**config.mk**
```make
export PLATFORM = sky130hd
export DESIGN_NAME = marching_squares_face_segment
export DESIGN_NICKNAME = d
export VERILOG_FILES = /design/src/msf_pkg.sv /design/src/msf_prep.sv /design/src/msf_div_stage.sv /design/src/msf_place.sv /design/src/marching_squares_face_segment.sv
export SDC_FILE = /design/constraint.sdc
export NUM_CORES = 2
export LEC_CHECK = 0
export BUFFER_PORTS_ARGS = -buffer_cell sky130_fd_sc_hd__buf_2
export CORE_UTILIZATION = 62
export CTS_BUF_LIST = sky130_fd_sc_hd__clkbuf_4 sky130_fd_sc_hd__clkbuf_8 sky130_fd_sc_hd__clkbuf_16
export DETAILED_ROUTE_END_ITERATION = 12
export GPL_TIMING_DRIVEN = 1
export MAX_ROUTING_LAYER = met4
export PLACE_DENSITY = 0.79
export SYNTH_ARGS = -nofsm -noshare
export SYNTH_HDL_FRONTEND = slang
export SYNTH_SLANG_ARGS = --single-unit
```
**constraint.sdc**
```tcl
create_clock -name clk -period 10.5 [get_ports clk]
set_input_delay 0 -clock clk [delete_from_list [all_inputs] [get_ports clk]]
set_output_delay 0 -clock clk [all_outputs]
set_load 0.02 [all_outputs]
```
**src/msf_pkg.sv**
```systemverilog
// ============================================================================
// msf_pkg: shared types, constants and tables for the face segment pipeline
// Holds the word formats, the fixed-point widths, the edge pair table and
// the corner offset table used by the prep and placement stages.
// ============================================================================
package msf_pkg;

    // Fixed-point geometry of the result coordinates.
    localparam int COORD_BITS = 8;
    localparam int FRAC_BITS  = 8;
    localparam int VAL_BITS   = 8;
    localparam int BASE_BITS  = COORD_BITS + 1;
    localparam int OUT_BITS   = COORD_BITS + FRAC_BITS + 1;
    localparam int QUO_BITS   = FRAC_BITS + 1;

    // Cell index mask applied to the 8-bit input position fields.
    localparam logic [7:0] CELL_MASK = 8'((1 << COORD_BITS) - 1);

    // Reset value of the iso level register.
    localparam logic [VAL_BITS-1:0] ISO_RESET = VAL_BITS'(128);

    // Face plane codes.
    localparam logic [1:0] PLANE_XY = 2'd0;
    localparam logic [1:0] PLANE_YZ = 2'd1;
    localparam logic [1:0] PLANE_ZX = 2'd2;

    // Direction of a coordinate along a face edge.
    typedef enum logic [1:0] {
        STEP_HOLD,
        STEP_UP,
        STEP_DOWN
    } step_t;

    // Input word: one cell face.
    typedef struct packed {
        logic [7:0] cell_x;
        logic [7:0] cell_y;
        logic [7:0] cell_z;
        logic [1:0] face_plane;
        logic [7:0] corner_value_0;
        logic [7:0] corner_value_1;
        logic [7:0] corner_value_2;
        logic [7:0] corner_value_3;
    } in_word_t;

    // Output word: one line segment in Q9.8 grid units.
    typedef struct packed {
        logic [OUT_BITS-1:0] start_x;
        logic [OUT_BITS-1:0] start_y;
        logic [OUT_BITS-1:0] start_z;
        logic [OUT_BITS-1:0] end_x;
        logic [OUT_BITS-1:0] end_y;
        logic [OUT_BITS-1:0] end_z;
    } out_word_t;

    // Work carried for one edge through the divider stages.
    typedef struct packed {
        logic [2:0][BASE_BITS-1:0] base;
        step_t [2:0]               step;
        logic [VAL_BITS-1:0]       den;
        logic [VAL_BITS-1:0]       rem;
        logic [QUO_BITS-1:0]       quo;
    } edge_work_t;

    // Work carried for one segment: both of its edges.
    typedef struct packed {
        edge_work_t edge_a;
        edge_work_t edge_b;
    } seg_work_t;

    // Result of the edge pair lookup.
    typedef struct packed {
        logic       ok;
        logic [1:0] e0;
        logic [1:0] e1;
    } edge_sel_t;

    // Single-segment table: mask of inside corners to the pair of edges.
    function automatic edge_sel_t edge_pair(input logic [3:0] mask);
        edge_sel_t s;
        s = '{ok: 1'b1, e0: 2'd0, e1: 2'd0};
        case (mask)
            4'b0001, 4'b1110: begin s.e0 = 2'd0; s.e1 = 2'd3; end
            4'b0010, 4'b1101: begin s.e0 = 2'd0; s.e1 = 2'd1; end
            4'b0011, 4'b1100: begin s.e0 = 2'd1; s.e1 = 2'd3; end
            4'b0100, 4'b1011: begin s.e0 = 2'd1; s.e1 = 2'd2; end
            4'b0110, 4'b1001: begin s.e0 = 2'd0; s.e1 = 2'd2; end
            4'b0111, 4'b1000: begin s.e0 = 2'd2; s.e1 = 2'd3; end
            default:          s.ok = 1'b0;
        endcase
        return s;
    endfunction

    // Corner offset from the cell origin, bit 0 is x, bit 1 y, bit 2 z.
    function automatic logic [2:0] corner_offset(input logic [1:0] plane,
                                                 input logic [1:0] corner);
        logic [2:0] d;
        d = 3'b000;
        case (plane)
            PLANE_XY:
            begin
                case (corner)
                    2'd1:    d = 3'b001;
                    2'd2:    d = 3'b011;
                    2'd3:    d = 3'b010;
                    default: d = 3'b000;
                endcase
            end
            PLANE_YZ:
            begin
                case (corner)
                    2'd1:    d = 3'b010;
                    2'd2:    d = 3'b110;
                    2'd3:    d = 3'b100;
                    default: d = 3'b000;
                endcase
            end
            PLANE_ZX:
            begin
                case (corner)
                    2'd1:    d = 3'b100;
                    2'd2:    d = 3'b101;
                    2'd3:    d = 3'b001;
                    default: d = 3'b000;
                endcase
            end
            default: d = 3'b000;
        endcase
        return d;
    endfunction

endpackage

```
**src/msf_prep.sv**
```systemverilog
// ============================================================================
// msf_prep: classify a face and set up the division for each of its edges
// Builds the inside mask, looks up the edge pair, drops faces with no
// segment, and registers per-edge base points, directions and operands.
// ============================================================================
module msf_prep (
    input  logic                          clk,
    input  logic                          rst_n,
    input  logic                          up_valid,
    output logic                          up_ready,
    input  msf_pkg::in_word_t             in_word,
    input  logic [msf_pkg::VAL_BITS-1:0]  iso_level,
    output logic                          dn_valid,
    input  logic                          dn_ready,
    output msf_pkg::seg_work_t            dn_work
);
    import msf_pkg::*;

    logic                            valid_reg;
    logic                            valid_next;
    seg_work_t                       work_reg;
    seg_work_t                       work_next;
    logic [3:0][VAL_BITS-1:0]        val;
    logic [2:0][BASE_BITS-1:0]       cell_pos;
    logic [3:0]                      mask;
    edge_sel_t                       sel;
    logic                            has_seg;

    // Operands and geometry of one edge of the face.
    function automatic edge_work_t make_edge(input logic [2:0][BASE_BITS-1:0] c,
                                             input logic [3:0][VAL_BITS-1:0] v,
                                             input logic [1:0] plane,
                                             input logic [1:0] e,
                                             input logic [VAL_BITS-1:0] iso);
        logic [1:0]          c1;
        logic [VAL_BITS-1:0] a;
        logic [VAL_BITS-1:0] b;
        logic [VAL_BITS-1:0] num;
        logic [VAL_BITS-1:0] den;
        logic [2:0]          d0;
        logic [2:0]          d1;
        edge_work_t          w;
        c1 = e + 2'd1;
        a  = v[e];
        b  = v[c1];
        if (a > iso)
        begin
            num = a - iso;
            den = (a > b) ? a - b : '0;
        end
        else
        begin
            num = iso - a;
            den = (b > a) ? b - a : '0;
        end
        d0 = corner_offset(plane, e);
        d1 = corner_offset(plane, c1);
        w  = '0;
        for (int ax = 0; ax < 3; ax++)
        begin
            w.base[ax] = c[ax] + {{COORD_BITS{1'b0}}, d0[ax]};
            if (d1[ax] && !d0[ax])
                w.step[ax] = STEP_UP;
            else if (!d1[ax] && d0[ax])
                w.step[ax] = STEP_DOWN;
            else
                w.step[ax] = STEP_HOLD;
        end
        // A zero span gives a zero fraction: divide zero by one.
        if (den == '0)
        begin
            w.den = VAL_BITS'(1);
            w.rem = '0;
            w.quo = '0;
        end
        else if (num >= den)
        begin
            w.den = den;
            w.rem = num - den;
            w.quo = QUO_BITS'(1);
        end
        else
        begin
            w.den = den;
            w.rem = num;
            w.quo = '0;
        end
        return w;
    endfunction

    // Inside mask and edge pair lookup.
    always_comb
    begin
        val[0]  = in_word.corner_value_0;
        val[1]  = in_word.corner_value_1;
        val[2]  = in_word.corner_value_2;
        val[3]  = in_word.corner_value_3;
        cell_pos[0] = BASE_BITS'(in_word.cell_x & CELL_MASK);
        cell_pos[1] = BASE_BITS'(in_word.cell_y & CELL_MASK);
        cell_pos[2] = BASE_BITS'(in_word.cell_z & CELL_MASK);
        for (int k = 0; k < 4; k++)
        begin
            mask[k] = val[k] > iso_level;
        end
        sel     = edge_pair(mask);
        has_seg = sel.ok && (in_word.face_plane <= PLANE_ZX);
        work_next.edge_a = make_edge(cell_pos, val, in_word.face_plane, sel.e0, iso_level);
        work_next.edge_b = make_edge(cell_pos, val, in_word.face_plane, sel.e1, iso_level);
    end

    // Stage handshake: load when empty or when the next stage takes the word.
    assign up_ready   = !valid_reg || dn_ready;
    assign valid_next = up_ready ? (up_valid && has_seg) : valid_reg;

    always_ff @(posedge clk or negedge rst_n)
    begin
        if (!rst_n)
            valid_reg <= 1'b0;
        else
            valid_reg <= valid_next;
    end

    always_ff @(posedge clk)
    begin
        if (up_ready && up_valid)
            work_reg <= work_next;
    end

    assign dn_valid = valid_reg;
    assign dn_work  = work_reg;

`ifndef SYNTH
    a_den_nonzero: assert property (@(posedge clk) disable iff (!rst_n)
        valid_reg |-> (work_reg.edge_a.den != '0) && (work_reg.edge_b.den != '0))
        else $error("msf_prep: divisor of zero reached the divider");
`endif

endmodule

```
**src/msf_div_stage.sv**
```systemverilog
// ============================================================================
// msf_div_stage: one restoring-division step for both edges of a segment
// Doubles the partial remainder, compares it with the span and shifts one
// fraction bit into each quotient.
// ============================================================================
module msf_div_stage (
    input  logic               clk,
    input  logic               rst_n,
    input  logic               up_valid,
    output logic               up_ready,
    input  msf_pkg::seg_work_t up_work,
    output logic               dn_valid,
    input  logic               dn_ready,
    output msf_pkg::seg_work_t dn_work
);
    import msf_pkg::*;

    logic      valid_reg;
    logic      valid_next;
    seg_work_t work_reg;
    seg_work_t work_next;

    // One quotient bit of one edge.
    function automatic edge_work_t div_step(input edge_work_t w);
        logic [VAL_BITS:0] twice;
        logic              ge;
        edge_work_t        r;
        r     = w;
        twice = {w.rem, 1'b0};
        ge    = twice >= {1'b0, w.den};
        r.rem = ge ? VAL_BITS'(twice - {1'b0, w.den}) : twice[VAL_BITS-1:0];
        r.quo = {w.quo[QUO_BITS-2:0], ge};
        return r;
    endfunction

    // Both edges step in parallel.
    always_comb
    begin
        work_next.edge_a = div_step(up_work.edge_a);
        work_next.edge_b = div_step(up_work.edge_b);
    end

    // Stage handshake.
    assign up_ready   = !valid_reg || dn_ready;
    assign valid_next = up_ready ? up_valid : valid_reg;

    always_ff @(posedge clk or negedge rst_n)
    begin
        if (!rst_n)
            valid_reg <= 1'b0;
        else
            valid_reg <= valid_next;
    end

    always_ff @(posedge clk)
    begin
        if (up_ready && up_valid)
            work_reg <= work_next;
    end

    assign dn_valid = valid_reg;
    assign dn_work  = work_reg;

`ifndef SYNTH
    a_rem_below_den: assert property (@(posedge clk) disable iff (!rst_n)
        valid_reg |-> (work_reg.edge_a.rem < work_reg.edge_a.den) &&
                      (work_reg.edge_b.rem < work_reg.edge_b.den))
        else $error("msf_div_stage: partial remainder not below divisor");
`endif

endmodule

```
**src/msf_place.sv**
```systemverilog
// ============================================================================
// msf_place: place the crossing points and hold the output word
// Adds or subtracts each fraction from the edge base point per axis and
// registers the segment for the output channel.
// ============================================================================
module msf_place (
    input  logic               clk,
    input  logic               rst_n,
    input  logic               up_valid,
    output logic               up_ready,
    input  msf_pkg::seg_work_t up_work,
    output logic               out_valid,
    input  logic               out_stall,
    output msf_pkg::out_word_t out_word
);
    import msf_pkg::*;

    logic      valid_reg;
    logic      valid_next;
    out_word_t word_reg;
    out_word_t word_next;

    // Coordinate of a crossing on one axis, wrapped to the output width.
    function automatic logic [OUT_BITS-1:0] place(input logic [BASE_BITS-1:0] base,
                                                  input step_t step,
                                                  input logic [QUO_BITS-1:0] quo);
        logic [OUT_BITS-1:0] p;
        logic [OUT_BITS-1:0] f;
        p = {base, {FRAC_BITS{1'b0}}};
        f = OUT_BITS'(quo);
        case (step)
            STEP_UP:   p = p + f;
            STEP_DOWN: p = p - f;
            default:   p = p;
        endcase
        return p;
    endfunction

    // Both endpoints on all three axes.
    always_comb
    begin
        word_next.start_x = place(up_work.edge_a.base[0], up_work.edge_a.step[0],
                                  up_work.edge_a.quo);
        word_next.start_y = place(up_work.edge_a.base[1], up_work.edge_a.step[1],
                                  up_work.edge_a.quo);
        word_next.start_z = place(up_work.edge_a.base[2], up_work.edge_a.step[2],
                                  up_work.edge_a.quo);
        word_next.end_x   = place(up_work.edge_b.base[0], up_work.edge_b.step[0],
                                  up_work.edge_b.quo);
        word_next.end_y   = place(up_work.edge_b.base[1], up_work.edge_b.step[1],
                                  up_work.edge_b.quo);
        word_next.end_z   = place(up_work.edge_b.base[2], up_work.edge_b.step[2],
                                  up_work.edge_b.quo);
    end

    // Output register: holds its word while the receiver stalls.
    assign up_ready   = !valid_reg || !out_stall;
    assign valid_next = up_ready ? up_valid : valid_reg;

    always_ff @(posedge clk or negedge rst_n)
    begin
        if (!rst_n)
            valid_reg <= 1'b0;
        else
            valid_reg <= valid_next;
    end

    always_ff @(posedge clk)
    begin
        if (up_ready && up_valid)
            word_reg <= word_next;
    end

    assign out_valid = valid_reg;
    assign out_word  = word_reg;

endmodule

```
**src/marching_squares_face_segment.sv**
```systemverilog
// ============================================================================
// marching_squares_face_segment: contour segment of one voxel-cell face
// Path: prep register, divider stages, placement register; results in Q9.8.
// Throughput: one face per cycle while out_stall is low; one divider stage per fraction bit.
// Faces with no segment are dropped in the first stage; empty slots close up.
// Reset clears all valid bits and sets the iso level to 128; no clearing pass.
// ============================================================================
module marching_squares_face_segment (
    input  logic                          clk,
    input  logic                          rst_n,
    input  logic                          in_valid,
    output logic                          in_stall,
    input  msf_pkg::in_word_t             in_word,
    output logic                          out_valid,
    input  logic                          out_stall,
    output msf_pkg::out_word_t            out_word,
    input  logic                          cfg_write,
    input  logic [msf_pkg::VAL_BITS-1:0]  cfg_data
);
    import msf_pkg::*;

    logic [VAL_BITS-1:0] iso_level_reg;
    logic [VAL_BITS-1:0] iso_level_next;
    logic                prep_ready;
    logic [FRAC_BITS:0]  stage_valid;
    logic [FRAC_BITS:0]  stage_ready;
    seg_work_t           stage_work [FRAC_BITS+1];

    // Iso level register.
    assign iso_level_next = cfg_write ? cfg_data : iso_level_reg;

    always_ff @(posedge clk or negedge rst_n)
    begin
        if (!rst_n)
            iso_level_reg <= ISO_RESET;
        else
            iso_level_reg <= iso_level_next;
    end

    // Classification and operand setup.
    msf_prep u_prep (
        .clk       (clk),
        .rst_n     (rst_n),
        .up_valid  (in_valid),
        .up_ready  (prep_ready),
        .in_word   (in_word),
        .iso_level (iso_level_reg),
        .dn_valid  (stage_valid[0]),
        .dn_ready  (stage_ready[0]),
        .dn_work   (stage_work[0])
    );

    assign in_stall = !prep_ready;

    // Division pipeline: one fraction bit per stage.
    for (genvar i = 0; i < FRAC_BITS; i++)
    begin : g_div
        msf_div_stage u_div (
            .clk      (clk),
            .rst_n    (rst_n),
            .up_valid (stage_valid[i]),
            .up_ready (stage_ready[i]),
            .up_work  (stage_work[i]),
            .dn_valid (stage_valid[i+1]),
            .dn_ready (stage_ready[i+1]),
            .dn_work  (stage_work[i+1])
        );
    end

    // Endpoint placement and output register.
    msf_place u_place (
        .clk       (clk),
        .rst_n     (rst_n),
        .up_valid  (stage_valid[FRAC_BITS]),
        .up_ready  (stage_ready[FRAC_BITS]),
        .up_work   (stage_work[FRAC_BITS]),
        .out_valid (out_valid),
        .out_stall (out_stall),
        .out_word  (out_word)
    );

`ifndef SYNTH
    a_cfg_taken: assert property (@(posedge clk) disable iff (!rst_n)
        cfg_write |=> iso_level_reg == $past(cfg_data))
        else $error("top: iso level write was not taken");

    a_stall_only_when_full: assert property (@(posedge clk) disable iff (!rst_n)
        in_stall |-> stage_valid[0] && !stage_ready[0])
        else $error("top: input stalled while the first stage could advance");

    a_out_from_pipe: assert property (@(posedge clk) disable iff (!rst_n)
        $rose(out_valid) |-> $past(stage_valid[FRAC_BITS]))
        else $error("top: output word appeared without a word in the last stage");
`endif

endmodule

```
==> impl_metrics.ini <==
[outcome]
status = complete, no violations

[synthesis]
synth_fa_ha_area_share_pct = 8.24
ys_ff_latch = 1060
syn_area_mm2 = 0.0489
async_flop_share_pct = 1.70
yosys.area_share.simple_pct = 8.34
synthMuxAreaShare_pct = 4.38
synth_edf_count = 1042
yosys_most_used_dff = edfxtp_1
synth_compound_area_share_pct = 8.70
syn_area_per_cell_um2 = 13.9
syn_nets = 3902
synth_xor_area_share_pct = 2.31
synth_top_family_by_area = compound AO/OA/AOI/OAI gates
netlist_instances = 3524
ys_warn_count = 0
synth_cell_types = 89
yosysSeqAreaShare_pct = 64.9

[sta]
finalHoldViolations = 0
tightest_slew_ns = 1.25
grt_setup_unrepaired = false
whs_ns = 0.238
slew_headroom_pct = 16.6
max_freq_mhz = 115
period_share_pct = 82.7
tns_ns = 0
report.final.slew_viol_count = 0
setup_viol = 0
final.min_clock_period_ns = 8.69
clock_skew_ns = 0.0308

[cells_and_area]
register_area_mm2 = 0.0317
multi_input_area_mm2 = 0.0157
area_growth_pct = 12.5
fill_cells = 4895
stdcell_count = 4924
largest_reg_flops = 840
fin_util_pct = 70.8
final_nets = 4172
layout-drive-gt1-share_pct = 14.1

[worst_setup_path]
critPathKind = reg2reg
end_kind = flop
startpoint = iso_level_reg[1]$_DFFE_PN0P_
worst-path-buf-inv = 1
critical-path-max-stage-delay_ns = 0.98
r2r-end = u_prep.dn_work[67]$_SDFFCE_PN0P_
cp.required_ns = 11.01
cp_slowest_cell = a22oi_2
regToRegStartpoint = iso_level_reg[1]$_DFFE_PN0P_
crit_arrival_ns = 9.20
r2r_slack_ns = 1.81
startpoint_type = flop
cp.depth = 25
worst-path-max-fanout = 30
critPathTopFamily = compound AO/OA/AOI/OAI gates
crit_end = u_prep.dn_work[67]$_SDFFCE_PN0P_
reg2reg_depth = 25

[cts]
cts_tree = done
cts-resized-gates = 0
cts.sinks = 1060
numCtsBuffers = 102
root_buffer = clkbuf_16
cts_buffer_depth = 3
clk_pin_slew_ns = 0.07
post_cts_buffers = 0
cts-htree-levels = 3
clock_latency_ns = 0.67

[placement]
port_buffers = 174
place.gp.congestion = 0.996
placed_cells = 4660
dp_hpwl_mm = 64.8

[routing]
ant_nets = 0
viasPerCell = 5.86
wl_met1_mm = 40.6
dr_total_vias = 28800
wl_per_cell_um = 19.9
drt-total-wl_mm = 98.2
top_layer = met4
drc_errors = 0
wl_met3_mm = 5.84
drt_iter0_markers = 2539
wl_met2_mm = 49.0
drt-pass1-iter-count = 6

[global_route]
grt_pass1_wl_mm = 153
grt.overflow.total = 0
grt_max_degree = 78
antenna_found_initial = 8
grtUsageTotal_pct = 25.5
grt_pass1_vias = 28100

[floorplanning]
start_util_pct = 62.9
core_mm2 = 0.0777
pin_count = 175
placementRows = 102
die-area_mm2 = 0.0800
die_width_um = 283
die_y_um = 283

[power_and_ir_drop]
ir_worst_vdd_v = 0.000517
power_density_mw_per_mm2 = 299
fin_total_pwr_w = 0.0164
power.leakage_nw = 20.8

[min_path]
hp-class = in2reg

[job]
drv_cap = 0
==> stage by stage <==
step           instance area [um2]  worst slack, ns
3_5_place_dp                 50900             2.04
4_1_cts                      55000             2.01
3_3_place_gp                 50900             2.20
5_1_grt                      55000             1.08
6_report                     55000             1.81
2_1_floorplan                48900             1.88
==> logic make-up (layout without fill, tap and decap cells) <==
| kind of cell | count (synthesis) | in the layout |
|---|---|---|
| buffers and inverters | 396 | 749 |
| XOR/XNOR | 128 | 128 |
| other | 0 | 7 |
| adder cells (fa/ha/maj) | 308 | 308 |
| AND/OR/NAND/NOR | 824 | 824 |
| AO/OA/AOI/OAI | 628 | 628 |
| multiplexers | 180 | 180 |
| flip-flops | 1060 | 1060 |
==> worst min-delay path by stage <==
stage | slack [ns] | cells past startpoint | endpoint | from
floorplan | -0.30 | 0 | g_div[0].u_div.dn_valid$_DFFE_PN0P_ | rst_n
global placement | -0.02 | 1 | u_prep.dn_valid$_DFFE_PN0N_ | rst_n
detailed placement | -0.01 | 1 | u_prep.dn_valid$_DFFE_PN0N_ | rst_n
CTS | 0.17 | 3 | iso_level_reg[7]$_DFFE_PN1P_ | cfg_write
global route | 0.23 | 3 | iso_level_reg[7]$_DFFE_PN1P_ | cfg_write
finish | 0.24 | 3 | iso_level_reg[7]$_DFFE_PN1P_ | cfg_write
==> synth_stat cells, types with 18 or more instances <==
master	instances	area, um2
mux2_2	108	1220
and2_1	18	113
edfxtp_1	1042	31300
ha_1	283	3540
a21boi_0	40	300
nor3_1	42	210
o21ai_0	141	706
nand2b_1	38	238
xor2_1	51	447
a22oi_1	46	345
nand4_1	46	288
and3_1	19	119
xnor2_1	76	666
nand2_1	148	556
a21oi_1	133	666
clkbuf_1	71	267
o21a_1	55	413
nand3_1	70	350
fa_1	24	480
nor2_1	285	1070
a21o_1	48	360
nor4_1	27	169
inv_1	298	1120
nor2b_1	66	413
mux2i_1	55	551
==> power by group <==
part	switching [W]	internal [W]	leakage, nW	total [W]
registers	0.000408	0.00597	10.1	0.00637
logic	0.00374	0.00262	9.03	0.00636
clock network	0.00155	0.00215	1.70	0.00371
==> per-layer routing <==
metal	vias to the layer above	GRT usage [%]
li1	13700	-
met4	0	8.39
met3	197	3.79
met5	-	-
met2	1072	42.5
met1	13900	32.2
==> layout by cell type, fill, tap and decap left out, types with 19 or more instances in the layout <==
master         instances
nor2b_1               64
o21ai_0              141
inv_1                298
xnor2_1               76
fa_1                  24
o21a_1                55
nor3_1                42
mux2i_1               55
nand4_1               46
a22oi_1               45
xor2_1                51
a21oi_1              133
clkbuf_16            103
a21o_1                48
ha_1                 283
nor4_1                27
and3_1                19
buf_2                174
nor2_1               285
dlygate4sd3_1         70
clkbuf_4              20
nand2b_1              38
nand3_1               70
a21boi_0              39
mux2_2               108
nand2_1              148
edfxtp_1            1042
==> final cells by class <==
cell class | count | area share [%]
inverters | 300 | 2.05
clock buffers | 125 | 5.01
clock inverters | 62 | 1.22
diodes | 7 | 0.0318
flip-flops and latches | 1060 | 57.7
repair buffers | 262 | 3.10
multi-input cells | 2068 | 28.5
well taps | 1040 | 2.37
==> worst min-delay path: cells and delay by family <==
family | cells | cell delay [ns]
buf+inv | 2 | 0.80
compound gates | 1 | 0.10
==> repair_timing <==
action                                 4_1_cts  5_1_grt
setup endpoints to repair                    0        0
hold buffers                                70        0
endpoints found under the hold margin      109        0
No activity file was read; power rests on OpenSTA's default activity.
